**config.mk**
```make
export PLATFORM = sky130hd
export DESIGN_NAME = membership_failure_table_flat
export DESIGN_NICKNAME = d
export VERILOG_FILES = /design/src/rtl/mft_pkg.sv /design/src/rtl/mft_stream_if.sv /design/src/rtl/mft_ctrl.sv /design/src/rtl/mft_datapath.sv /design/src/rtl/membership_failure_table.sv /design/src/flat_wrapper.sv
export SDC_FILE = /design/constraint.sdc
export NUM_CORES = 2
export LEC_CHECK = 0
export ABC_AREA = 0
export BUFFER_PORTS_ARGS = -buffer_cell sky130_fd_sc_hd__buf_4
export CAP_MARGIN = 0
export CORE_MARGIN = 2
export CORE_UTILIZATION = 49
export DETAILED_ROUTE_END_ITERATION = 7
export SKIP_CTS_REPAIR_TIMING = 1
export SLEW_MARGIN = 10
export SYNTH_ARGS = -nofsm -noshare
export SYNTH_HDL_FRONTEND = slang
export SYNTH_HIERARCHICAL = 1
export SYNTH_SLANG_ARGS = --single-unit
```
**constraint.sdc**
```tcl
create_clock -name i_clk -period 32.7 [get_ports i_clk]
set_clock_uncertainty 0.1 [all_clocks]
set_input_delay 6.54 -clock i_clk [delete_from_list [all_inputs] [get_ports i_clk]]
set_output_delay 6.54 -clock i_clk [all_outputs]
set_load 0.01 [all_outputs]
```
**src/rtl/mft_pkg.sv**
```systemverilog
// shared types and constants for the membership failure table
`default_nettype none
package mft_pkg;
    localparam int unsigned CMD_W = 3;
    localparam int unsigned ID_W = 16;
    localparam int unsigned INC_W = 32;
    localparam int unsigned ST_W = 2;
    localparam int unsigned TICK_W = 16;
    localparam int unsigned CNT_W = 6;
    localparam int unsigned CFG_IDX_W = 1;
    localparam int unsigned CFG_DATA_W = 32;
    localparam logic [INC_W-1:0] TIMEOUT_RESET = 32'd3000;

    typedef enum logic [CMD_W-1:0] {
        CMD_TICK = 3'd0, CMD_ACK = 3'd1, CMD_SUSPECT = 3'd2, CMD_DEAD = 3'd3,
        CMD_GOSSIP = 3'd4, CMD_JOIN = 3'd5, CMD_QUERY = 3'd6, CMD_NONE = 3'd7
    } t_cmd;

    typedef enum logic [ST_W-1:0] {
        ST_ALIVE = 2'd0, ST_SUSPECTED = 2'd1, ST_DEAD = 2'd2, ST_BAD = 2'd3
    } t_mstate;

    typedef enum logic [1:0] {
        STS_DONE = 2'd0, STS_NOT_FOUND = 2'd1, STS_FULL = 2'd2, STS_PRESENT = 2'd3
    } t_status;

    localparam logic [CFG_IDX_W-1:0] REG_INIT_MEMBERS = 1'b0;
    localparam logic [CFG_IDX_W-1:0] REG_DEAD_TIMEOUT = 1'b1;

    // controller to datapath
    typedef struct packed {
        logic load;      // capture input item
        logic scan_clr;  // restart scan index and counters
        logic scan_step; // process one entry
        logic apply;     // apply command to found entry / append
        logic fill_step; // write one initial member
        logic emit;      // latch result
    } t_ctl;

    // datapath to controller
    typedef struct packed {
        logic scan_last;
        logic found;
        logic fill_last;
        logic is_tick;
    } t_sts;

    typedef struct packed {
        logic [CMD_W-1:0]  cmd;
        logic [ID_W-1:0]   target_id;
        logic [INC_W-1:0]  incarnation_in;
        logic [ST_W-1:0]   state_in;
        logic [TICK_W-1:0] tick_ms;
    } t_item;

    typedef struct packed {
        logic [1:0]       status;
        logic [ST_W-1:0]  member_state;
        logic [INC_W-1:0] member_incarnation;
        logic [CNT_W-1:0] alive_total;
        logic [CNT_W-1:0] suspected_count;
        logic [CNT_W-1:0] dead_count;
        logic [CNT_W-1:0] expired_count;
    } t_result;
endpackage
`default_nettype wire

```
**src/rtl/mft_stream_if.sv**
```systemverilog
// valid/ready channel carrying one payload
`default_nettype none
interface mft_stream_if #(parameter type T = logic);
    logic valid;
    logic ready;
    T     data;
    modport source (output valid, output data, input ready);
    modport sink (input valid, input data, output ready);
endinterface
`default_nettype wire

```
**src/rtl/mft_ctrl.sv**
```systemverilog
// sequencing state machine for the membership failure table
`default_nettype none
module mft_ctrl (
    input  wire logic          i_clk,
    input  wire logic          i_rst_n,
    input  wire logic          i_in_valid,
    output logic               o_in_ready,
    input  wire logic          i_out_ready,
    output logic               o_out_valid,
    input  wire logic          i_fill_req,
    input  wire mft_pkg::t_sts i_sts,
    output mft_pkg::t_ctl      o_ctl
);
    typedef enum logic [4:0] {
        S_IDLE = 5'b00001, S_SCAN = 5'b00010, S_APPLY = 5'b00100,
        S_COUNT = 5'b01000, S_FILL = 5'b10000
    } t_state;

    t_state r_state, n_state;
    logic   r_out_valid, n_out_valid;

    // result register frees when taken
    logic w_out_free;
    assign w_out_free = !r_out_valid || i_out_ready;
    assign o_out_valid = r_out_valid;
    assign o_in_ready = (r_state == S_IDLE) && !i_fill_req;

    always_comb begin
        n_state = r_state;
        n_out_valid = r_out_valid && !i_out_ready;
        o_ctl = '0;
        case (r_state)
            S_IDLE: begin
                if (i_fill_req) begin
                    o_ctl.scan_clr = 1'b1;
                    n_state = S_FILL;
                end else if (i_in_valid) begin
                    o_ctl.load = 1'b1;
                    o_ctl.scan_clr = 1'b1;
                    n_state = S_SCAN;
                end
            end
            S_FILL: begin
                o_ctl.fill_step = 1'b1;
                if (i_sts.fill_last) n_state = S_IDLE;
            end
            // find entry, or expire suspects on a tick
            S_SCAN: begin
                if (i_sts.scan_last || i_sts.found) begin
                    n_state = S_APPLY;
                end else begin
                    o_ctl.scan_step = 1'b1;
                end
            end
            S_APPLY: begin
                o_ctl.apply = 1'b1;
                o_ctl.scan_clr = 1'b1;
                n_state = S_COUNT;
            end
            // count states, then hand over result
            S_COUNT: begin
                if (!i_sts.scan_last) begin
                    o_ctl.scan_step = 1'b1;
                end else if (w_out_free) begin
                    o_ctl.emit = 1'b1;
                    n_out_valid = 1'b1;
                    n_state = S_IDLE;
                end
            end
            default: n_state = S_IDLE;
        endcase
    end

    always_ff @(posedge i_clk) begin
        if (!i_rst_n) begin
            r_state <= S_IDLE;
            r_out_valid <= 1'b0;
        end else begin
            r_state <= n_state;
            r_out_valid <= n_out_valid;
        end
    end
endmodule
`default_nettype wire

```
**src/rtl/mft_datapath.sv**
```systemverilog
// table memories, scan index, counters and result register
`default_nettype none
module mft_datapath #(
    parameter int unsigned MAX_ENTRIES = 32
) (
    input  wire logic                         i_clk,
    input  wire logic                         i_rst_n,
    input  wire mft_pkg::t_ctl                i_ctl,
    output mft_pkg::t_sts                     o_sts,
    input  wire mft_pkg::t_item               i_item,
    input  wire logic                         i_cfg_we,
    input  wire logic [mft_pkg::CFG_IDX_W-1:0] i_cfg_idx,
    input  wire logic [mft_pkg::CFG_DATA_W-1:0] i_cfg_data,
    output logic                              o_fill_req,
    output mft_pkg::t_result                  o_result
);
    localparam int unsigned IDX_W = (MAX_ENTRIES > 1) ? $clog2(MAX_ENTRIES) : 1;
    localparam int unsigned N_W = $clog2(MAX_ENTRIES + 1);
    localparam int unsigned INC_W = mft_pkg::INC_W;
    localparam int unsigned ST_W = mft_pkg::ST_W;
    localparam int unsigned CW = mft_pkg::CNT_W;
    localparam logic [N_W-1:0] MAX_N = N_W'(MAX_ENTRIES);
    localparam logic [INC_W-1:0] INC_MAX = '1;

    // one entry word: id, state, incarnation, suspicion start
    typedef struct packed {
        logic [mft_pkg::ID_W-1:0] id;
        logic [ST_W-1:0]          st;
        logic [INC_W-1:0]         inc;
        logic [INC_W-1:0]         sus;
    } t_entry;

    t_entry r_mem [MAX_ENTRIES];

    mft_pkg::t_item   r_item;
    mft_pkg::t_result r_result;
    logic [N_W-1:0]   r_count;
    logic [INC_W-1:0] r_time;
    logic [INC_W-1:0] r_timeout;
    logic [N_W-1:0]   r_fill_n;
    logic             r_fill_req;
    logic [N_W-1:0]   r_pos, n_pos;  // scan position, also memory address
    logic             r_found;
    logic [IDX_W-1:0] r_hit;
    t_entry           r_sel;         // copy of the found entry
    t_entry           r_rd;          // registered memory read at r_pos
    logic [CW-1:0]    r_na, r_ns, r_nd, r_exp;

    logic             r_mvalid;
    logic [ST_W-1:0]  r_mst;
    logic [INC_W-1:0] r_minc;
    logic [1:0]       r_sts;

    logic [IDX_W-1:0] w_addr;
    logic [IDX_W-1:0] w_raddr;
    t_entry           w_rd, w_wr;
    logic             w_we;
    logic             w_at_end;
    logic [INC_W-1:0] w_age;
    logic [N_W-1:0]   w_cfg_n;

    function automatic logic [INC_W-1:0] sat_inc(input logic [INC_W-1:0] v);
        sat_inc = (v == INC_MAX) ? v : v + INC_W'(1);
    endfunction

    assign w_at_end = (r_pos >= r_count) || (r_pos >= MAX_N);
    assign w_addr = i_ctl.apply ? (r_found ? r_hit : IDX_W'(r_count)) : IDX_W'(r_pos);
    assign w_rd = i_ctl.apply ? r_sel : r_rd;
    assign w_age = r_time - w_rd.sus;
    assign o_sts.scan_last = w_at_end;
    assign o_sts.found = r_found && !o_sts.is_tick;
    assign o_sts.fill_last = (r_pos + N_W'(1) >= r_fill_n) || (r_fill_n == '0);
    assign o_sts.is_tick = (r_item.cmd == mft_pkg::CMD_TICK);
    assign o_fill_req = r_fill_req;
    assign o_result = r_result;

    // saturate initial member count
    always_comb begin
        w_cfg_n = (32'(i_cfg_data[CW-1:0]) > 32'(MAX_ENTRIES)) ? MAX_N
                                                               : N_W'(i_cfg_data[CW-1:0]);
    end

    // next scan position, also the address of the next read
    always_comb begin
        n_pos = r_pos;
        if (i_ctl.scan_clr) n_pos = '0;
        else if (i_ctl.fill_step || (i_ctl.scan_step && !w_at_end)) n_pos = r_pos + N_W'(1);
    end
    assign w_raddr = IDX_W'(n_pos);

    // entry update for the current cycle
    always_comb begin
        w_we = 1'b0;
        w_wr = w_rd;
        if (i_ctl.fill_step && r_fill_n != '0) begin
            w_we = 1'b1;
            w_wr.id = mft_pkg::ID_W'(r_pos);
            w_wr.st = mft_pkg::ST_ALIVE;
            w_wr.inc = '0;
            w_wr.sus = '0;
        end else if (i_ctl.scan_step && !w_at_end && o_sts.is_tick) begin
            if (w_rd.st == mft_pkg::ST_SUSPECTED && w_age > r_timeout) begin
                w_we = 1'b1;
                w_wr.st = mft_pkg::ST_DEAD;
                w_wr.inc = sat_inc(w_rd.inc);
            end
        end else if (i_ctl.apply && r_found) begin
            case (r_item.cmd)
                mft_pkg::CMD_ACK: begin
                    w_we = 1'b1;
                    if (r_item.incarnation_in > w_rd.inc) w_wr.inc = r_item.incarnation_in;
                    if (w_rd.st == mft_pkg::ST_SUSPECTED) begin
                        w_wr.st = mft_pkg::ST_ALIVE;
                        w_wr.inc = sat_inc(w_wr.inc);
                    end
                end
                mft_pkg::CMD_SUSPECT: begin
                    if (w_rd.st == mft_pkg::ST_ALIVE) begin
                        w_we = 1'b1;
                        w_wr.st = mft_pkg::ST_SUSPECTED;
                        w_wr.sus = r_time;
                        w_wr.inc = sat_inc(w_rd.inc);
                    end
                end
                mft_pkg::CMD_DEAD: begin
                    w_we = 1'b1;
                    w_wr.st = mft_pkg::ST_DEAD;
                    w_wr.inc = sat_inc(w_rd.inc);
                end
                mft_pkg::CMD_GOSSIP: begin
                    if (r_item.state_in != mft_pkg::ST_BAD &&
                        r_item.incarnation_in > w_rd.inc) begin
                        w_we = 1'b1;
                        w_wr.inc = r_item.incarnation_in;
                        w_wr.st = r_item.state_in;
                        if (r_item.state_in == mft_pkg::ST_SUSPECTED) w_wr.sus = r_time;
                    end
                end
                default: w_we = 1'b0;
            endcase
        end else if (i_ctl.apply && r_item.cmd == mft_pkg::CMD_JOIN && r_count < MAX_N) begin
            w_we = 1'b1;
            w_wr.id = r_item.target_id;
            w_wr.st = mft_pkg::ST_ALIVE;
            w_wr.inc = '0;
            w_wr.sus = '0;
        end
    end

    // table storage
    always_ff @(posedge i_clk) begin
        if (w_we) r_mem[w_addr] <= w_wr;
    end

    // registered read, a write to the same entry passes through
    always_ff @(posedge i_clk) begin
        if (w_we && w_addr == w_raddr) r_rd <= w_wr;
        else if (n_pos < MAX_N) r_rd <= r_mem[w_raddr];
    end

    // control registers
    always_ff @(posedge i_clk) begin
        if (!i_rst_n) begin
            r_count <= '0;
            r_time <= '0;
            r_timeout <= mft_pkg::TIMEOUT_RESET;
            r_fill_req <= 1'b0;
            r_fill_n <= '0;
        end else begin
            if (i_cfg_we && i_cfg_idx == mft_pkg::REG_INIT_MEMBERS) begin
                r_fill_req <= 1'b1;
                r_fill_n <= w_cfg_n;
                r_count <= w_cfg_n;
                r_time <= '0;
            end else if (i_cfg_we && i_cfg_idx == mft_pkg::REG_DEAD_TIMEOUT) begin
                r_timeout <= i_cfg_data;
            end else begin
                if (i_ctl.scan_clr && r_fill_req) r_fill_req <= 1'b0;
                if (i_ctl.load && i_item.cmd == mft_pkg::CMD_TICK)
                    r_time <= r_time + INC_W'(i_item.tick_ms);
                if (i_ctl.apply && !r_found && r_item.cmd == mft_pkg::CMD_JOIN
                    && r_count < MAX_N)
                    r_count <= r_count + N_W'(1);
            end
        end
    end

    // scan state and counters
    always_ff @(posedge i_clk) begin
        if (i_ctl.load) r_item <= i_item;
        r_pos <= n_pos;
        if (i_ctl.scan_clr) begin
            r_na <= '0;
            r_ns <= '0;
            r_nd <= '0;
            if (!i_ctl.apply) begin
                r_found <= 1'b0;
                r_exp <= '0;
            end
        end else if (i_ctl.scan_step && !w_at_end) begin
            if (o_sts.is_tick && w_we) r_exp <= r_exp + CW'(1);
            if (!r_found && !o_sts.is_tick && w_rd.id == r_item.target_id) begin
                r_found <= 1'b1;
                r_hit <= IDX_W'(r_pos);
                r_sel <= w_rd;
            end
            // counts use the final state of the table
            if (w_wr.st == mft_pkg::ST_ALIVE) r_na <= r_na + CW'(1);
            else if (w_wr.st == mft_pkg::ST_SUSPECTED) r_ns <= r_ns + CW'(1);
            else if (w_wr.st == mft_pkg::ST_DEAD) r_nd <= r_nd + CW'(1);
        end
    end

    // result, member fields taken from the addressed entry
    always_ff @(posedge i_clk) begin
        if (i_ctl.apply) begin
            r_mvalid <= 1'b0;
            r_sts <= mft_pkg::STS_DONE;
            if (r_item.cmd == mft_pkg::CMD_JOIN) begin
                if (r_found) begin
                    r_sts <= mft_pkg::STS_PRESENT;
                    r_mvalid <= 1'b1;
                end else if (r_count >= MAX_N) begin
                    r_sts <= mft_pkg::STS_FULL;
                end else begin
                    r_mvalid <= 1'b1;
                end
            end else if (r_item.cmd != mft_pkg::CMD_TICK && r_item.cmd != mft_pkg::CMD_NONE) begin
                if (r_found) r_mvalid <= 1'b1;
                else r_sts <= mft_pkg::STS_NOT_FOUND;
            end
            r_mst <= w_wr.st;
            r_minc <= w_wr.inc;
        end
        if (i_ctl.emit) begin
            r_result.status <= r_sts;
            r_result.member_state <= r_mvalid ? r_mst : '0;
            r_result.member_incarnation <= r_mvalid ? r_minc : '0;
            r_result.alive_total <= r_na;
            r_result.suspected_count <= r_ns;
            r_result.dead_count <= r_nd;
            r_result.expired_count <= o_sts.is_tick ? r_exp : '0;
        end
    end
endmodule
`default_nettype wire

```
**src/rtl/membership_failure_table.sv**
```systemverilog
// Membership failure table: cluster membership with suspicion timeout.
// Input channel in_if carries one command item (tick, ack, suspect, dead,
// gossip, join, query, none); output channel out_if returns one result per item
// with the addressed entry and the alive/suspected/dead counts.
// Configuration: write i_cfg_we with i_cfg_idx 0 (initial members, refills
// the table) or 1 (dead timeout in ms).
// Each item passes a find/expire scan over the used entries (one entry per
// cycle), an apply step, and a counting scan over all used entries.
// One item at a time. Writing initial members starts a fill during which
// no item is accepted. Reset empties the table and sets the timeout to 3000.
// A finished result waits in the output register while out_if is stalled;
// the next item is taken meanwhile and held before its own result is
// issued until the register frees.
`default_nettype none
module membership_failure_table #(
    parameter int unsigned MAX_ENTRIES = 32
) (
    input  wire logic                          i_clk,
    input  wire logic                          i_rst_n,
    mft_stream_if.sink                         in_if,
    mft_stream_if.source                       out_if,
    input  wire logic                          i_cfg_we,
    input  wire logic [mft_pkg::CFG_IDX_W-1:0]  i_cfg_idx,
    input  wire logic [mft_pkg::CFG_DATA_W-1:0] i_cfg_data
);
    mft_pkg::t_ctl w_ctl;
    mft_pkg::t_sts w_sts;
    logic          w_fill_req;

    mft_ctrl u_ctrl (
        .i_clk       (i_clk),
        .i_rst_n     (i_rst_n),
        .i_in_valid  (in_if.valid),
        .o_in_ready  (in_if.ready),
        .i_out_ready (out_if.ready),
        .o_out_valid (out_if.valid),
        .i_fill_req  (w_fill_req),
        .i_sts       (w_sts),
        .o_ctl       (w_ctl)
    );

    mft_datapath #(.MAX_ENTRIES(MAX_ENTRIES)) u_dp (
        .i_clk      (i_clk),
        .i_rst_n    (i_rst_n),
        .i_ctl      (w_ctl),
        .o_sts      (w_sts),
        .i_item     (in_if.data),
        .i_cfg_we   (i_cfg_we),
        .i_cfg_idx  (i_cfg_idx),
        .i_cfg_data (i_cfg_data),
        .o_fill_req (w_fill_req),
        .o_result   (out_if.data)
    );
endmodule
`default_nettype wire

```
**src/flat_wrapper.sv**
```systemverilog
// flat-port wrapper written by rule: the top's interface ports become plain ports
module membership_failure_table_flat 
#(
    parameter int unsigned MAX_ENTRIES = 32
)
  (i_clk, i_rst_n, i_cfg_we, i_cfg_idx, i_cfg_data, in_if_valid, in_if_data, in_if_ready, out_if_valid, out_if_data, out_if_ready);
  mft_stream_if #(.T(mft_pkg::t_item)) in_if_i ();
  mft_stream_if #(.T(mft_pkg::t_result)) out_if_i ();
  input  wire logic i_clk;
  input  wire logic i_rst_n;
  input  wire logic i_cfg_we;
  input  wire logic [mft_pkg::CFG_IDX_W-1:0] i_cfg_idx;
  input  wire logic [mft_pkg::CFG_DATA_W-1:0] i_cfg_data;
  input wire logic [$bits(in_if_i.valid)-1:0] in_if_valid;
  input wire logic [$bits(in_if_i.data)-1:0] in_if_data;
  output wire logic [$bits(in_if_i.ready)-1:0] in_if_ready;
  output wire logic [$bits(out_if_i.valid)-1:0] out_if_valid;
  output wire logic [$bits(out_if_i.data)-1:0] out_if_data;
  input wire logic [$bits(out_if_i.ready)-1:0] out_if_ready;
  assign in_if_i.valid = in_if_valid;
  assign in_if_i.data = in_if_data;
  assign in_if_ready = in_if_i.ready;
  assign out_if_valid = out_if_i.valid;
  assign out_if_data = out_if_i.data;
  assign out_if_i.ready = out_if_ready;
  membership_failure_table #(.MAX_ENTRIES(MAX_ENTRIES)) u_core (.i_clk(i_clk), .i_rst_n(i_rst_n), .in_if(in_if_i), .out_if(out_if_i), .i_cfg_we(i_cfg_we), .i_cfg_idx(i_cfg_idx), .i_cfg_data(i_cfg_data));
endmodule
```
# After elaboration in Yosys (flattened, before gate mapping)
# Memories as Yosys holds them, arrays and structs flattened. A register that Yosys moved wholly into a read port is not among the register bits.
# Cells that the tools add are included.
[classes]
order_cmp = 9
bitwise = 7
addsub = 10
n_mux = 84
reduce_logical = 60
eq_ne = 27
[ops]
columns = ["operator", "n"]
rows = [
  ["$mux W32", 9],
  ["$mux W82", 3],
  ["$mux W66", 3],
  ["$pmux W34 S4", 1],
  ["$mux W34", 3],
  ["$add A32 B1 Y32 const B", 2],
  ["$eq A32 B32 Y1 const B", 2],
  ["$gt A32 B32 Y1", 2],
  ["$pmux W32 S2", 1],
  ["$mux W6", 10],
  ["$mux W5", 8],
  ["$add A6 B1 Y6 const B", 6],
  ["$mux W1", 36],
  ["$add A32 B16 Y32", 1],
  ["$mux W16", 2],
  ["$sub A32 B32 Y32", 1],
  ["$pmux W5 S5", 1],
  ["$logic_and A1 B1 Y1", 23],
  ["$eq A16 B16 Y1", 1],
  ["$ne A2 B2 Y1 const B", 7],
  ["$ge A6 B6 Y1", 2],
  ["$ge A6 B6 Y1 const B", 2],
  ["$lt A6 B6 Y1 const B", 2],
  ["$reduce_and A3 Y1", 4],
  ["other kinds (29)", 65],
]
[totals]
inputBits = 107
wordCells = 231
ram_bits = 2624
memories = 1
ff_bits = 351
out_inout_bits = 62
[mem_list]
columns = ["memory", "depth", "width", "rd", "rd_ports_with_merged_regs", "write_ports", "line_no", "rtl"]
rows = [
  ["u_core.u_dp.r_mem", 32, 82, 1, 1, 1, "mft_datapath.sv:33", "t_entry r_mem [MAX_ENTRIES];"],
]

# Logic depth before layout (Yosys ltp)
[depth]
word_depth = 20
depth_mapped = 41
mapped_depth_nobuf = 30

# By module
# The synthesis kept the hierarchy.
[by_module_without_submodules]
columns = ["module", "seq_area_each_um2", "cells_each", "n_inst", "area_per_inst_um2"]
rows = [
  ["mft_datapath", 90606.9, 9470, 1, 127502.3],
  ["mft_ctrl", 120.1, 44, 1, 361.6],
]

# Least setup slack after synthesis
# No wires, ideal clock.
[synth_path]
path_type = "input port to flip-flop"
from = "input port in_if_valid"
to = "register u_core.u_dp.r_found, enable pin"
slack_ps = 18450
t_arrival_ps = 13827
n_path_buf = 1
path_stages = 7
t_required_ps = 32277
setup_ps = 323
cell_sequence = "nor2_1 > o21ai_0 > clkbuf_1 > nor4_1 > nand4_1 > nor3_1 > o21bai_1"
[synth_lines]
columns = ["element", "line_no", "rtl"]
rows = [
  ["start, declared", "flat_wrapper.sv:14", "input wire logic [$bits(in_if_i.valid)-1:0] in_if_valid;"],
  ["end signal, assigned", "mft_datapath.sv:197", "r_found <= 1'b0;"],
  ["end signal, assigned", "mft_datapath.sv:203", "r_found <= 1'b1;"],
  ["end, declared", "mft_datapath.sv:43", "logic r_found;"],
]

==> key figures <==
Logic synthesis
  • Syn Area/Cell: 13.4 sq um
  • Yosys warning count: 6
  • Syn Inst Count: 9514
  • Synthesized Nets: 9757
  • Ys async rst share: 0%
  • Post-synth EDFFs: 2950
  • Distinct cell type count after synthesis: approximately 100
  • Flops & latches, synth: 3057
  • Primary FF master, synth: edfxtp_1
  • Sequential area share after synthesis: 71.0%
  • Netlist Area Pre-Place: 128000 sq um

Clock tree
  • Clock sinks: 3057
  • CTS tree: done
  • Clock transition at path regs: 0.06 ns
  • H-tree levels: 5
  • Worst skew pair latency: 0.99 ns
  • Root buf cell: clkbuf_16
  • Worst-case clock buffer depth: 4
  • CTS Buf Count: 333

GRT
  • First-pass GRT wire length: just under 600000 um
  • Vias in the first global route: 79312
  • Total Routing Usage GR: 30.8%
  • Antenna violations before repair: 18
  • Largest net degree at the start of global routing: 155
  • Global route overflow: 0

Worst setup path
  • Worst EP required: 33.32 ns
  • Startpoint Class: input port
  • CP Capture Type: flop
  • Worst-path maximum fanout: 140
  • Worst path arrival time: between 10 and 15 ns
  • Crit path kind: input port to flop

Final layout
  • Multi-input logic area: between 30000 and 40000 sq um
  • Most frequent cells in the layout: edfxtp_1, nand2_1, nand3_1
  • Sequential Area: 90700 sq um
  • Nets: 9957
  • Finished Layout Cells: 13350
  • P&R area growth vs syn: 12.6%
  • FILL cells: a little over 20000
  • Share of layout cells above drive strength 1: between 10% and 20%
  • Util after Layout: 55.5%
  • Commonest non-fill, non-tap cell in the layout: edfxtp_1

Floorplan
  • Die ar.: 265000 sq um
  • Initial Util: between 40% and 50%
  • Die W: 515 um
  • Ports: roughly 170
  • Height of the die: 515 um
  • Core footprint: 259000 sq um
  • Rows: between 150 and 200

Run
  • Max Cap Viol: 0

Drt
  • Via density: 6.34
  • Vias post-DR: 84595
  • Drt pass-1 iters: 6
  • WL/cell: 31.1 um
  • Number of DRC markers in iteration 0: between 10000 and 15000
  • Residual DRC: 0
  • Routed WL: 415000 um
  • Antenna Nets Post-Route: 0

Place
  • Buffers added on ports: 168
  • Hpwl dp: 232000 um
  • Placed insts: 12781
  • RD Place Congestion: 0.960

Timing
  • Max-slew headroom: about 14%
  • Post-route clock period utilization: between 30% and 40%
  • Setup_tns: 0 ns
  • Tightest Pin Transition: 1.29 ns
  • Fin Hold WS: 0.337 ns
  • Tmin final: between 10 and 15 ns
  • Setup violations, final: 0
  • RSZ-0062 raised after global routing: false
  • Final Hold Viols: 0
  • Max-slew violations: 0
  • Fmax: 0.0794 GHz

Run status
  • Status: finished, final reports clean

Pwr
  • P_leak: 48.4 nW
  • Power per cell area: 69.7 nW/um^2
  • Max VDD drop: 56.0 uV
  • Power Total: 10.0 mW

Hold path
  • Min-delay worst type: flop to flop
==> metal layers <==
| layer | GRT usage, % | wire length [um] |
|---|---|---|
| met5 | 0 | 13 |
| met4 | 11.0 | 15700 |
| met3 | 5.32 | 41200 |
| met2 | 47.6 | 189000 |
| met1 | 44.1 | 168000 |
==> logic make-up after synthesis <==
family | count (synthesis) | synth area share, %
and+or+nand+nor | 3734 | 13.0
DFF | 3057 | 71.0
AOI/OAI and AO/OA | 1404 | 7.25
muxes | 332 | 4.28
adders and majority gates | 136 | 1.34
xor gates and xnor gates | 135 | 0.925
buffers and inverters | 716 | 2.22
==> state kept, by name, summed over array words and instances, names as in the netlist, 2 cells and up <==
name                   cells
u_core/u_dp/r_mem       2624
u_core/u_dp/r_rd          82
u_core/u_dp/r_sel         82
u_core/u_dp/o_result      60
u_core/u_dp/r_item        53
u_core/u_dp/r_minc        32
u_core/u_dp/r_time        32
u_core/u_dp/r_timeout     32
u_core/u_dp/r_count        6
u_core/u_dp/r_exp          6
u_core/u_dp/r_fill_n       6
u_core/u_dp/r_na           6
u_core/u_dp/r_nd           6
u_core/u_dp/r_ns           6
u_core/u_dp/r_pos          6
u_core/u_ctrl/r_state      5
u_core/u_dp/r_hit          5
u_core/u_dp/r_mst          2
u_core/u_dp/r_sts          2
==> cells in the mapped netlist (60+ instances only) <==
| master | count | share of area, % |
|---|---|---|
| and2_1 | 69 | 0.34 |
| mux4_2 | 168 | 3.0 |
| nand2_1 | 2119 | 6.2 |
| a31oi_1 | 344 | 1.7 |
| dfxtp_1 | 107 | 1.7 |
| clkbuf_1 | 398 | 1.2 |
| ha_1 | 134 | 1.3 |
| buf_1 | 74 | 0.22 |
| nand4_1 | 125 | 0.61 |
| xnor2_1 | 93 | 0.64 |
| and3_1 | 272 | 1.3 |
| o21ai_0 | 134 | 0.52 |
| a21oi_1 | 275 | 1.1 |
| nor2_1 | 283 | 0.83 |
| o22ai_1 | 125 | 0.61 |
| a22oi_1 | 93 | 0.55 |
| nand3_1 | 556 | 2.2 |
| mux2i_1 | 139 | 1.1 |
| nor3_1 | 102 | 0.40 |
| edfxtp_1 | 2950 | 69 |
| inv_1 | 144 | 0.42 |
| buf_2 | 81 | 0.32 |
| o22a_1 | 75 | 0.51 |
| nor4_1 | 60 | 0.29 |
==> worst max-delay path: stages <==
cell      delay, ns
buf_4          0.12
nor2_1         0.16
o21ai_4        0.06
buf_4          0.28
inv_1          0.41
o211ai_1       0.19
buf_4          0.26
and2_4         0.38
inv_8          0.57
buf_4          0.78
buf_12         0.58
buf_4          0.59
buf_4          0.73
mux4_2         0.59
a22oi_1        0.19
nand3_1        0.11
o22a_1         0.20
==> through the flow <==
stage | setup WS (ns) | cell area, sq um
after global placement | 19.41 | 134000
after CTS | 20.30 | 144000
after global routing | 19.77 | 144000
final | 20.11 | 144000
after floorplan | 18.45 | 128000
after detailed placement | 19.31 | 134000
==> worst paths after layout <==
check                                              from  slack (ns)                                  to  cells past startpoint
setup / recovery                            in_if_valid       20.11      u_core/u_dp/r_rd[60]$_DFFE_PP_                     17
hold / removal       u_core/u_dp/r_sts[1]$_SDFFCE_PN0P_        0.34  u_core/u_dp/o_result[59]$_DFFE_PP_                      0
setup reg to reg  u_core/u_ctrl/r_state[0]$_SDFFE_PN1P_       21.20  u_core/u_dp/r_mem[8][63]$_DFFE_PP_                     29
hold reg to reg      u_core/u_dp/r_sts[1]$_SDFFCE_PN0P_        0.34  u_core/u_dp/o_result[59]$_DFFE_PP_                      0
==> layout make-up <==
type | instances | area share [%]
sequential | 3057 | 63.0
multi-input combinational | 5741 | 24.4
clock buffer | 408 | 6.03
tap | 3402 | 2.96
timing repair buffer | 427 | 2.33
clock inverter | 157 | 0.852
inverter | 154 | 0.417
antenna | 4 | 0.00695
==> where the power goes <==
group,total [mW],switching [mW],internal (mW)
sequential,4.85,0.102,4.75
combinational,1.69,1.25,0.438
clock,3.51,1.49,2.02
total,10.0,2.84,7.20
No activity file was read; power rests on OpenSTA's default activity.
